`src/rtl/brcm_pkg.sv`:
```
`timescale 1ns / 1ps

package brcm_pkg;

   localparam int SYMBOL_WIDTH           = 16;
   localparam int WEIGHT_WIDTH           = 16;
   localparam int CFG_WIDTH              = 7;
   localparam int CSR_INDEX_WIDTH        = 2;
   localparam int MAX_SAMPLES_PER_SYMBOL = 64;
   localparam int SHAPE_TABLE_SIZE       = 64;
   localparam int SAMPLE_INDEX_WIDTH     = $clog2(MAX_SAMPLES_PER_SYMBOL);
   localparam int TABLE_INDEX_WIDTH      = $clog2(SHAPE_TABLE_SIZE);
   localparam int QUEUE_DEPTH            = 2;

   localparam logic [CSR_INDEX_WIDTH-1:0] CSR_SAMPLES_PER_SYMBOL = 2'd0;
   localparam logic [CSR_INDEX_WIDTH-1:0] CSR_PHASE_STEP         = 2'd1;

   localparam logic [63:0] Q30_ONE = 64'd1073741824;
   localparam logic [63:0] PI_Q30  = 64'd3373259426;

   typedef struct packed {
      logic signed [SYMBOL_WIDTH-1:0]  symbol;
      logic [SAMPLE_INDEX_WIDTH-1:0]   last_index;
   } entry_type;

   typedef struct packed {
      logic      empty;
      logic      full;
      entry_type head;
   } queue_status_type;

   typedef logic [WEIGHT_WIDTH-1:0] weight_array_type [SHAPE_TABLE_SIZE];

   function automatic logic [63:0] horner_step(input logic [63:0] p);
      return (p > Q30_ONE) ? 64'd0 : Q30_ONE - p;
   endfunction

   function automatic logic [63:0] cos_quarter(input logic [63:0] x);
      logic [63:0] x2;
      logic [63:0] t;
      x2 = (x * x) >> 30;
      t  = Q30_ONE;
      t  = horner_step(((x2 * t) >> 30) / 64'd380);
      t  = horner_step(((x2 * t) >> 30) / 64'd306);
      t  = horner_step(((x2 * t) >> 30) / 64'd240);
      t  = horner_step(((x2 * t) >> 30) / 64'd182);
      t  = horner_step(((x2 * t) >> 30) / 64'd132);
      t  = horner_step(((x2 * t) >> 30) / 64'd90);
      t  = horner_step(((x2 * t) >> 30) / 64'd56);
      t  = horner_step(((x2 * t) >> 30) / 64'd30);
      t  = horner_step(((x2 * t) >> 30) / 64'd12);
      t  = horner_step(((x2 * t) >> 30) / 64'd2);
      return t;
   endfunction

   function automatic logic signed [63:0] shape_cos(input int k);
      logic [63:0] kk;
      logic [63:0] mag;
      logic        neg;
      kk  = 64'(k);
      neg = 1'b0;
      if (2 * k > SHAPE_TABLE_SIZE) begin
         kk  = 64'(SHAPE_TABLE_SIZE - k);
         neg = 1'b1;
      end
      mag = cos_quarter((PI_Q30 * kk) / SHAPE_TABLE_SIZE);
      return neg ? -$signed(mag) : $signed(mag);
   endfunction

   function automatic weight_array_type build_wc();
      weight_array_type tbl;
      logic signed [63:0] c;
      logic [63:0]        a;
      logic [63:0]        v;
      for (int k = 0; k < SHAPE_TABLE_SIZE; k++) begin
         c = shape_cos(k);
         a = $unsigned($signed(Q30_ONE) - c);
         v = (a + 64'd16384) >> 15;
         tbl[k] = (v > 64'd65535) ? 16'hFFFF : v[WEIGHT_WIDTH-1:0];
      end
      return tbl;
   endfunction

   function automatic weight_array_type build_wp();
      weight_array_type tbl;
      logic signed [63:0] c;
      logic [63:0]        b;
      logic [63:0]        v;
      for (int k = 0; k < SHAPE_TABLE_SIZE; k++) begin
         c = shape_cos(k);
         b = $unsigned($signed(Q30_ONE) + c);
         v = (b * 64'd499 + 64'd16384000) / 64'd32768000;
         tbl[k] = (v > 64'd65535) ? 16'hFFFF : v[WEIGHT_WIDTH-1:0];
      end
      return tbl;
   endfunction

   localparam weight_array_type WC_TABLE = build_wc();
   localparam weight_array_type WP_TABLE = build_wp();

endpackage

```
`src/rtl/bpsk_raised_cosine_modulator.sv`:
```
`timescale 1ns / 1ps
// Channel   Direction  Handshake        Payload
// req       in         valid / stall    symbol_value (s16, Q1.14)
// rsp       out        valid / stall    in_phase (s16), quadrature (s16, zero), run_last
// csr       in         valid / ready    index (2), data (7)
//
// Each symbol yields samples_per_symbol samples (1 to 64) from the sample sequencer, one
// per cycle unless rsp_stall holds them; each goes via registers s1, s2 and out to rsp_valid.
// A two-entry queue separates intake from shaping, so req takes symbols while a run plays.
// Reset is synchronous; registers return to 8 samples and step 8, the prior symbol to zero.
// rsp_stall freezes the pipeline while rsp_valid is high; req_stall rises only when queue is full.

module bpsk_raised_cosine_modulator (
   input  logic                                        clock,
   input  logic                                        reset,
   input  logic                                        req_valid,
   output logic                                        req_stall,
   input  logic signed [brcm_pkg::SYMBOL_WIDTH-1:0]    req_symbol_value,
   output logic                                        rsp_valid,
   input  logic                                        rsp_stall,
   output logic signed [brcm_pkg::SYMBOL_WIDTH-1:0]    rsp_in_phase,
   output logic signed [brcm_pkg::SYMBOL_WIDTH-1:0]    rsp_quadrature,
   output logic                                        rsp_run_last,
   input  logic                                        csr_valid,
   output logic                                        csr_ready,
   input  logic [brcm_pkg::CSR_INDEX_WIDTH-1:0]        csr_index,
   input  logic [brcm_pkg::CFG_WIDTH-1:0]              csr_data
);

   logic [brcm_pkg::CFG_WIDTH-1:0] samples_per_symbol_ff, samples_per_symbol_in;
   logic [brcm_pkg::CFG_WIDTH-1:0] phase_step_ff, phase_step_in;

   logic                        push;
   logic                        pop;
   brcm_pkg::entry_type         push_entry;
   brcm_pkg::queue_status_type  status;

   assign csr_ready = 1'b1;

   always_comb begin
      samples_per_symbol_in = samples_per_symbol_ff;
      phase_step_in         = phase_step_ff;
      if (csr_valid) begin
         unique case (csr_index)
            brcm_pkg::CSR_SAMPLES_PER_SYMBOL: samples_per_symbol_in = csr_data;
            brcm_pkg::CSR_PHASE_STEP:         phase_step_in         = csr_data;
            default: begin
            end
         endcase
      end
   end

   always_ff @(posedge clock) begin
      if (reset) begin
         samples_per_symbol_ff <= brcm_pkg::CFG_WIDTH'(8);
         phase_step_ff         <= brcm_pkg::CFG_WIDTH'(8);
      end else begin
         samples_per_symbol_ff <= samples_per_symbol_in;
         phase_step_ff         <= phase_step_in;
      end
   end

   brcm_front u_front (
      .req_valid          (req_valid),
      .req_symbol_value   (req_symbol_value),
      .samples_per_symbol (samples_per_symbol_ff),
      .queue_full         (status.full),
      .req_stall          (req_stall),
      .push               (push),
      .push_entry         (push_entry)
   );

   brcm_queue u_queue (
      .clock      (clock),
      .reset      (reset),
      .push       (push),
      .push_entry (push_entry),
      .pop        (pop),
      .status     (status)
   );

   brcm_back u_back (
      .clock          (clock),
      .reset          (reset),
      .phase_step     (phase_step_ff),
      .status         (status),
      .pop            (pop),
      .rsp_valid      (rsp_valid),
      .rsp_stall      (rsp_stall),
      .rsp_in_phase   (rsp_in_phase),
      .rsp_quadrature (rsp_quadrature),
      .rsp_run_last   (rsp_run_last)
   );

endmodule

```
`src/rtl/brcm_front.sv`:
```
`timescale 1ns / 1ps

module brcm_front (
   input  logic                                        req_valid,
   input  logic signed [brcm_pkg::SYMBOL_WIDTH-1:0]    req_symbol_value,
   input  logic [brcm_pkg::CFG_WIDTH-1:0]              samples_per_symbol,
   input  logic                                        queue_full,
   output logic                                        req_stall,
   output logic                                        push,
   output brcm_pkg::entry_type                         push_entry
);

   localparam logic [brcm_pkg::CFG_WIDTH-1:0] MAX_LEN =
      brcm_pkg::CFG_WIDTH'(brcm_pkg::MAX_SAMPLES_PER_SYMBOL);

   logic [brcm_pkg::CFG_WIDTH-1:0] len;
   logic [brcm_pkg::CFG_WIDTH-1:0] last;

   always_comb begin
      len = samples_per_symbol;
      if (len == '0) begin
         len = brcm_pkg::CFG_WIDTH'(1);
      end
      if (len > MAX_LEN) begin
         len = MAX_LEN;
      end
      last = len - brcm_pkg::CFG_WIDTH'(1);
   end

   assign req_stall             = queue_full;
   assign push                  = req_valid && !queue_full;
   assign push_entry.symbol     = req_symbol_value;
   assign push_entry.last_index = last[brcm_pkg::SAMPLE_INDEX_WIDTH-1:0];

endmodule

```
`src/rtl/brcm_queue.sv`:
```
`timescale 1ns / 1ps

module brcm_queue (
   input  logic                          clock,
   input  logic                          reset,
   input  logic                          push,
   input  brcm_pkg::entry_type           push_entry,
   input  logic                          pop,
   output brcm_pkg::queue_status_type    status
);

   localparam int PTR_WIDTH = (brcm_pkg::QUEUE_DEPTH > 1) ? $clog2(brcm_pkg::QUEUE_DEPTH) : 1;
   localparam int CNT_WIDTH = $clog2(brcm_pkg::QUEUE_DEPTH + 1);
   localparam logic [PTR_WIDTH-1:0] LAST_PTR = PTR_WIDTH'(brcm_pkg::QUEUE_DEPTH - 1);

   brcm_pkg::entry_type  mem_ff [brcm_pkg::QUEUE_DEPTH];
   logic [PTR_WIDTH-1:0] wr_ptr_ff, wr_ptr_in;
   logic [PTR_WIDTH-1:0] rd_ptr_ff, rd_ptr_in;
   logic [CNT_WIDTH-1:0] count_ff, count_in;

   always_comb begin
      wr_ptr_in = wr_ptr_ff;
      rd_ptr_in = rd_ptr_ff;
      count_in  = count_ff;
      if (push) begin
         wr_ptr_in = (wr_ptr_ff == LAST_PTR) ? '0 : wr_ptr_ff + PTR_WIDTH'(1);
      end
      if (pop) begin
         rd_ptr_in = (rd_ptr_ff == LAST_PTR) ? '0 : rd_ptr_ff + PTR_WIDTH'(1);
      end
      if (push && !pop) begin
         count_in = count_ff + CNT_WIDTH'(1);
      end else if (pop && !push) begin
         count_in = count_ff - CNT_WIDTH'(1);
      end
   end

   always_ff @(posedge clock) begin
      if (reset) begin
         wr_ptr_ff <= '0;
         rd_ptr_ff <= '0;
         count_ff  <= '0;
      end else begin
         wr_ptr_ff <= wr_ptr_in;
         rd_ptr_ff <= rd_ptr_in;
         count_ff  <= count_in;
      end
   end

   always_ff @(posedge clock) begin
      if (push) begin
         mem_ff[wr_ptr_ff] <= push_entry;
      end
   end

   assign status.empty = (count_ff == '0);
   assign status.full  = (count_ff == CNT_WIDTH'(brcm_pkg::QUEUE_DEPTH));
   assign status.head  = mem_ff[rd_ptr_ff];

   a_no_overflow: assert property (@(posedge clock) disable iff (reset)
      status.full |-> !push || pop)
      else $error("queue written while full");

   a_no_underflow: assert property (@(posedge clock) disable iff (reset)
      status.empty |-> !pop)
      else $error("queue read while empty");

   a_count_bound: assert property (@(posedge clock) disable iff (reset)
      count_ff <= CNT_WIDTH'(brcm_pkg::QUEUE_DEPTH))
      else $error("queue count out of range");

endmodule

```
`src/rtl/brcm_back.sv`:
```
`timescale 1ns / 1ps

module brcm_back (
   input  logic                                        clock,
   input  logic                                        reset,
   input  logic [brcm_pkg::CFG_WIDTH-1:0]              phase_step,
   input  brcm_pkg::queue_status_type                  status,
   output logic                                        pop,
   output logic                                        rsp_valid,
   input  logic                                        rsp_stall,
   output logic signed [brcm_pkg::SYMBOL_WIDTH-1:0]    rsp_in_phase,
   output logic signed [brcm_pkg::SYMBOL_WIDTH-1:0]    rsp_quadrature,
   output logic                                        rsp_run_last
);

   localparam int SW  = brcm_pkg::SYMBOL_WIDTH;
   localparam int WW  = brcm_pkg::WEIGHT_WIDTH;
   localparam int JW  = brcm_pkg::SAMPLE_INDEX_WIDTH;
   localparam int TW  = brcm_pkg::TABLE_INDEX_WIDTH;
   localparam int KW  = JW + brcm_pkg::CFG_WIDTH;
   localparam int PW  = SW + WW + 1;
   localparam int AW  = PW + 1;
   localparam int RW  = AW + 1;
   localparam logic [KW-1:0] K_MAX = KW'(brcm_pkg::SHAPE_TABLE_SIZE - 1);
   localparam logic signed [RW-1:0] ROUND = RW'(1) <<< (WW - 1);
   localparam logic signed [RW-1:0] SAT_HI = RW'(2 ** (SW - 1) - 1);
   localparam logic signed [RW-1:0] SAT_LO = -RW'(2 ** (SW - 1));

   logic          adv;
   logic          issue;
   logic          last;
   logic [KW-1:0] k_full;
   logic [TW-1:0] k_idx;

   logic [JW-1:0]          j_ff, j_in;
   logic signed [SW-1:0]   prev_ff, prev_in;

   logic                   s1_valid_ff;
   logic signed [SW-1:0]   s1_cur_ff, s1_prev_ff;
   logic [WW-1:0]          s1_wc_ff, s1_wp_ff;
   logic                   s1_last_ff;

   logic                   s2_valid_ff;
   logic signed [PW-1:0]   s2_pc_ff, s2_pp_ff;
   logic                   s2_last_ff;

   logic signed [RW-1:0]   sum;
   logic signed [RW-1:0]   rounded;
   logic signed [SW-1:0]   sat;

   logic                   out_valid_ff;
   logic signed [SW-1:0]   out_i_ff;
   logic                   out_last_ff;

   assign adv    = !out_valid_ff || !rsp_stall;
   assign issue  = adv && !status.empty;
   assign last   = (j_ff == status.head.last_index);
   assign pop    = issue && last;
   assign k_full = KW'(j_ff) * KW'(phase_step);
   assign k_idx  = (k_full > K_MAX) ? K_MAX[TW-1:0] : k_full[TW-1:0];

   always_comb begin
      j_in    = j_ff;
      prev_in = prev_ff;
      if (issue) begin
         j_in = last ? '0 : j_ff + JW'(1);
      end
      if (pop) begin
         prev_in = status.head.symbol;
      end
   end

   always_ff @(posedge clock) begin
      if (reset) begin
         j_ff         <= '0;
         prev_ff      <= '0;
         s1_valid_ff  <= 1'b0;
         s2_valid_ff  <= 1'b0;
         out_valid_ff <= 1'b0;
      end else begin
         j_ff    <= j_in;
         prev_ff <= prev_in;
         if (adv) begin
            s1_valid_ff  <= issue;
            s2_valid_ff  <= s1_valid_ff;
            out_valid_ff <= s2_valid_ff;
         end
      end
   end

   always_comb begin
      sum     = RW'(s2_pc_ff) + RW'(s2_pp_ff);
      rounded = (sum + ROUND) >>> WW;
      if (rounded > SAT_HI) begin
         sat = SAT_HI[SW-1:0];
      end else if (rounded < SAT_LO) begin
         sat = SAT_LO[SW-1:0];
      end else begin
         sat = rounded[SW-1:0];
      end
   end

   always_ff @(posedge clock) begin
      if (adv) begin
         s1_cur_ff   <= status.head.symbol;
         s1_prev_ff  <= prev_ff;
         s1_wc_ff    <= brcm_pkg::WC_TABLE[k_idx];
         s1_wp_ff    <= brcm_pkg::WP_TABLE[k_idx];
         s1_last_ff  <= last;
         s2_pc_ff    <= PW'(s1_cur_ff) * PW'($signed({1'b0, s1_wc_ff}));
         s2_pp_ff    <= PW'(s1_prev_ff) * PW'($signed({1'b0, s1_wp_ff}));
         s2_last_ff  <= s1_last_ff;
         out_i_ff    <= sat;
         out_last_ff <= s2_last_ff;
      end
   end

   assign rsp_valid      = out_valid_ff;
   assign rsp_in_phase   = out_i_ff;
   assign rsp_quadrature = '0;
   assign rsp_run_last   = out_last_ff;

   a_index_in_run: assert property (@(posedge clock) disable iff (reset)
      !status.empty |-> j_ff <= status.head.last_index)
      else $error("sample index past end of run");

   a_index_idle: assert property (@(posedge clock) disable iff (reset)
      status.empty |-> j_ff == '0)
      else $error("sample index not cleared between runs");

   a_stage_follow: assert property (@(posedge clock) disable iff (reset)
      adv |=> out_valid_ff == $past(s2_valid_ff))
      else $error("output stage lost track of pipeline");

   a_prev_update: assert property (@(posedge clock) disable iff (reset)
      !pop |=> prev_ff == $past(prev_ff))
      else $error("previous symbol changed outside end of run");

endmodule

```
`config.mk`:
```
export PLATFORM = sky130hd
export DESIGN_NAME = bpsk_raised_cosine_modulator
export DESIGN_NICKNAME = d
export VERILOG_FILES = /design/src/rtl/brcm_pkg.sv /design/src/rtl/bpsk_raised_cosine_modulator.sv /design/src/rtl/brcm_front.sv /design/src/rtl/brcm_queue.sv /design/src/rtl/brcm_back.sv
export SDC_FILE = /design/constraint.sdc
export NUM_CORES = 2
export LEC_CHECK = 0
export ABC_AREA = 1
export BUFFER_PORTS_ARGS = -buffer_cell sky130_fd_sc_hd__buf_4
export CORE_MARGIN = 2
export CORE_UTILIZATION = 40
export DETAILED_ROUTE_END_ITERATION = 10
export PLACE_DENSITY = 0.58
export SLEW_MARGIN = 10
export SYNTH_ARGS = -nofsm -noshare
export SYNTH_HDL_FRONTEND = slang
export SYNTH_SLANG_ARGS = --single-unit
export TNS_END_PERCENT = 50
```
`constraint.sdc`:
```
create_clock -name clock -period 6.51 [get_ports clock]
set_clock_uncertainty 0.1 [all_clocks]
set_input_delay 0 -clock clock [delete_from_list [all_inputs] [get_ports clock]]
set_output_delay 0 -clock clock [all_outputs]
set_load 0.03 [all_outputs]
```
==> results.txt <==
----------------------------------------------------
[Floorplan]
  Total I/O pin count ... 66
  Core Footprint ... 78600 µm²
  Die width ... 285 µm
  Total Die Area ... 81200 µm²
  Height of the die ... 285 µm
  Effective utilization at floorplan ... 40.2%
  Count of standard-cell rows ... 103

[Global route]
  Total global routing overflow ... 0
  All-Layer GR Usage ... 21.6%
  Pin count of the biggest net entering global routing ... 72
  Number of antenna violations at the first check in global routing ... 0
  Wire length of the first global-routing pass ... 140 mm
  Vias in the first global route ... 25.4k

[STA]
  Final-report hold violation count ... 0
  Crit path time final ... 6240 ps
  Final worst-path cycle share ... 95.9%
  Total negative slack for setup checks ... 0 ps
  Number of endpoints failing setup at the final stage ... 0
  Achievable frequency ... 160 MHz
  Setup repair after global routing missed its margin ... false
  Number of max-slew violations in the final report ... 0
  Actual transition at the worst max-transition pin ... 1190 ps
  Relative slew margins ... 20.8%

[Route]
  DRT Wirelength ... 85.9 mm
  Remaining routing DRC violations ... 0
  Via count ... 24.8k
  Avg WL per Cell ... 17.0 µm
  Detailed router's first-iteration violation count ... 1642
  Post-detailed-route count of antenna-violating nets ... 0
  Routed via count divided by cell count ... 4.91
  Pre-Repair DR Iteration Count ... 5

[CTS]
  Clock sink total ... 236
  Clock tree from TritonCTS ... done
  Buffers from clock root to sink, at most ... 3
  # H-tree levels ... 1
  Clk root buf ... sky130_fd_sc_hd__clkbuf_16
  Clk Latency, worst-skew pair ... 590 ps
  Cts bufs inserted ... 26
  Clock-pin slew of the registers on the worst-case setup and hold paths ... 70 ps

[Worst setup path]
  Class of the most critical setup path ... reg2reg
  Kind of launch point of the worst setup path ... flop
  Critical-path maximum fanout ... 7
  WP data arrival ... 6440 ps
  Required time at the worst-slack endpoint ... 6710 ps
  Endpoint class of the critical path ... flop

[Logic synthesis]
  Number of synthesized flops with an enable pin ... 192
  Synth Flop Type ... sky130_fd_sc_hd__edfxtp_1
  Netlist cell types ... 51
  Synthesis warning total ... 0
  Proportion of synthesized chip area in sequential cells ... 21.0%
  Instance count of the mapped netlist ... 3879
  Share of synthesized flip-flops with an asynchronous set or reset ... 0%
  Number of synthesized register bits ... 236
  Synthesized area per cell ... 8.14 µm²
  Cell area after synthesis ... 31600 µm²

[Layout]
  Layout area overhead ... 10.9%
  Area of the multi-input gates ... 21000 µm²
  Most common cell after layout, fill and taps aside ... sky130_fd_sc_hd__nand2_1
  Total area of sequential cells ... 6650 µm²
  Most frequent cells in the layout ... 982 x sky130_fd_sc_hd__nand2_1, 875 x sky130_fd_sc_hd__inv_1, 395 x sky130_fd_sc_hd__fa_1
  NumNets Final ... 4753
  Fill cell total of the finished layout ... 7959
  Fraction of final layout cells sized beyond drive strength 1 ... 7.13%

[Placement]
  Total of buffers placed on input and output ports ... 48
  Placer Congestion ... 1.03
  Half-perimeter wire length after detailed placement ... 69.7 mm

[Job]
  Max capacitance violation total ... 0

[Outcome]
  Result of the run ... finished, final reports clean

[Min path]
  Worst min-delay path category ... in2reg

----------------------------------------------------
-- cells by family after synthesis --
family                   Yosys count  share of synthesized area (%)
multiplexers                      22                          0.760
flip-flops                       236                           21.0
AND/OR/NAND/NOR                 1412                           18.4
other                              2                         0.0238
buffers and inverters           1040                           12.7
XOR/XNOR                          87                           2.41
adder cells (fa/ha/maj)          744                           38.8
AO/OA/AOI/OAI                    336                           5.85
-- routing by layer --
| layer | global-route usage [%] | vias to the layer above | part of all wire, % |
|---|---|---|---|
| li1 | - | 12100 | - |
| met1 | 29.0 | 11900 | 44 |
| met2 | 36.5 | 702 | 48 |
| met3 | 2.51 | 151 | 5.1 |
| met4 | 6.81 | 0 | 3.4 |
| met5 | 0 | - | 0 |
-- path summary, 6_finish.rpt --
kind | from | to | slack, ps | cells after the start
min reg2reg | u_back.prev_ff[11]$_SDFFE_PP0P_ | u_back.s1_prev_ff[11]$_DFFE_PP_ | 330 | 0
max reg2reg | u_back.s1_wp_ff[11]$_DFFE_PP_ | u_back.s2_pp_ff[30]$_DFFE_PP_ | 270 | 22
min | req_symbol_value[5] | u_queue.mem_ff[0][11]$_DFFE_PP_ | 40 | 2
max | u_back.s1_wp_ff[11]$_DFFE_PP_ | u_back.s2_pp_ff[30]$_DFFE_PP_ | 270 | 22
-- cells in the mapped netlist (3+ instances only) --
cell	instances	area, µm²
sky130_fd_sc_hd__o221ai_1	3	26.3
sky130_fd_sc_hd__o211ai_1	10	75.1
sky130_fd_sc_hd__o21ai_1	8	40.0
sky130_fd_sc_hd__inv_2	5	18.8
sky130_fd_sc_hd__nor2_1	147	552
sky130_fd_sc_hd__nor4_1	4	25.0
sky130_fd_sc_hd__buf_2	18	90.1
sky130_fd_sc_hd__a21o_1	6	45.0
sky130_fd_sc_hd__o21bai_1	8	60.1
sky130_fd_sc_hd__or2_2	23	144
sky130_fd_sc_hd__ha_1	349	4370
sky130_fd_sc_hd__inv_1	876	3290
sky130_fd_sc_hd__edfxtp_1	192	5770
sky130_fd_sc_hd__nand3b_1	11	82.6
sky130_fd_sc_hd__nand2_2	4	25.0
sky130_fd_sc_hd__mux2i_1	6	60.1
sky130_fd_sc_hd__o22ai_1	3	18.8
sky130_fd_sc_hd__xor2_1	56	490
sky130_fd_sc_hd__buf_4	20	150
sky130_fd_sc_hd__a31oi_1	10	62.6
sky130_fd_sc_hd__xnor2_1	31	272
sky130_fd_sc_hd__o21a_1	11	82.6
sky130_fd_sc_hd__nor3_1	18	90.1
sky130_fd_sc_hd__nand4_1	22	138
sky130_fd_sc_hd__clkbuf_1	114	428
sky130_fd_sc_hd__a21boi_0	3	22.5
sky130_fd_sc_hd__nand3_2	4	40.0
sky130_fd_sc_hd__nand3_1	189	946
sky130_fd_sc_hd__mux2_2	16	180
sky130_fd_sc_hd__o21ai_0	99	495
sky130_fd_sc_hd__o31ai_1	3	22.5
sky130_fd_sc_hd__fa_1	395	7910
sky130_fd_sc_hd__buf_1	3	11.3
sky130_fd_sc_hd__nand2_1	983	3690
sky130_fd_sc_hd__dfxtp_1	44	881
sky130_fd_sc_hd__a21oi_1	163	816
-- state kept, by name, indices dropped and copies added (netlist names), named ones only --
signal,flops
u_queue.rd_ptr_ff,1
u_back.s2_valid_ff,1
u_back.s1_last_ff,1
u_queue.wr_ptr_ff,1
u_back.j_ff,6
u_back.s1_wp_ff,15
samples_per_symbol_ff,7
u_back.s1_cur_ff,16
u_back.s2_pc_ff,33
u_back.s2_last_ff,1
phase_step_ff,7
u_back.s1_prev_ff,16
u_back.prev_ff,16
u_back.s1_valid_ff,1
u_back.s1_wc_ff,16
u_queue.mem_ff,44
u_back.rsp_run_last,1
u_back.s2_pp_ff,33
u_back.rsp_in_phase,16
u_back.rsp_valid,1
u_queue.count_ff,2
-- per-stage QoR --
stage          hold slack (ps)  util (%)  instances  worst slack [ps]  instance area [µm²]
6_report                  39.1      44.6       5049               270                35100
5_1_grt                   29.0      44.6       5048              5.26                35000
4_1_cts                   8.43      43.8       4993               131                34500
3_5_place_dp              87.6      42.2       4908               185                33200
3_3_place_gp              86.0      42.2       4908               189                33200
2_1_floorplan            -1.13         -       3894               612                31700
-- area by class of cell --
| cell class | count | area share (%) |
|---|---|---|
| Multi-Input combinational cell | 2618 | 60.0 |
| Sequential cell | 236 | 19.0 |
| Inverter | 883 | 9.47 |
| Timing Repair Buffer | 214 | 5.32 |
| Tap cell | 1050 | 3.75 |
| Clock buffer | 33 | 2.08 |
| Clock inverter | 14 | 0.460 |
| Antenna cell | 1 | 0.00714 |
-- worst max-delay path, cell delays in order (launching register included) --
cell and delay [ps]:
sky130_fd_sc_hd__edfxtp_1 580, sky130_fd_sc_hd__buf_4 240, sky130_fd_sc_hd__nand2_1 90, sky130_fd_sc_hd__fa_1 590, sky130_fd_sc_hd__fa_1 450, sky130_fd_sc_hd__fa_1 540
sky130_fd_sc_hd__inv_1 50, sky130_fd_sc_hd__fa_1 450, sky130_fd_sc_hd__fa_1 500, sky130_fd_sc_hd__inv_1 60, sky130_fd_sc_hd__fa_1 470, sky130_fd_sc_hd__inv_1 40
sky130_fd_sc_hd__ha_1 400, sky130_fd_sc_hd__nand2_1 160, sky130_fd_sc_hd__nor2_1 110, sky130_fd_sc_hd__inv_1 60, sky130_fd_sc_hd__nor3_1 280, sky130_fd_sc_hd__nand3_1 130
sky130_fd_sc_hd__nand3_1 170, sky130_fd_sc_hd__nand2_1 70, sky130_fd_sc_hd__o211ai_1 130, sky130_fd_sc_hd__a21oi_1 120, sky130_fd_sc_hd__xor2_1 160
-- what timing repair did --
item | CTS | global route
setup endpoints to repair | 0 | 10
gates resized for setup | 0 | 2
setup buffers | 0 | 55
endpoints found under the hold margin | 88 | 0
hold buffers | 38 | 0
Power is left out: the tool's default activity adds up to more than one toggle a clock period on the data nets, which glitch-free logic cannot reach.
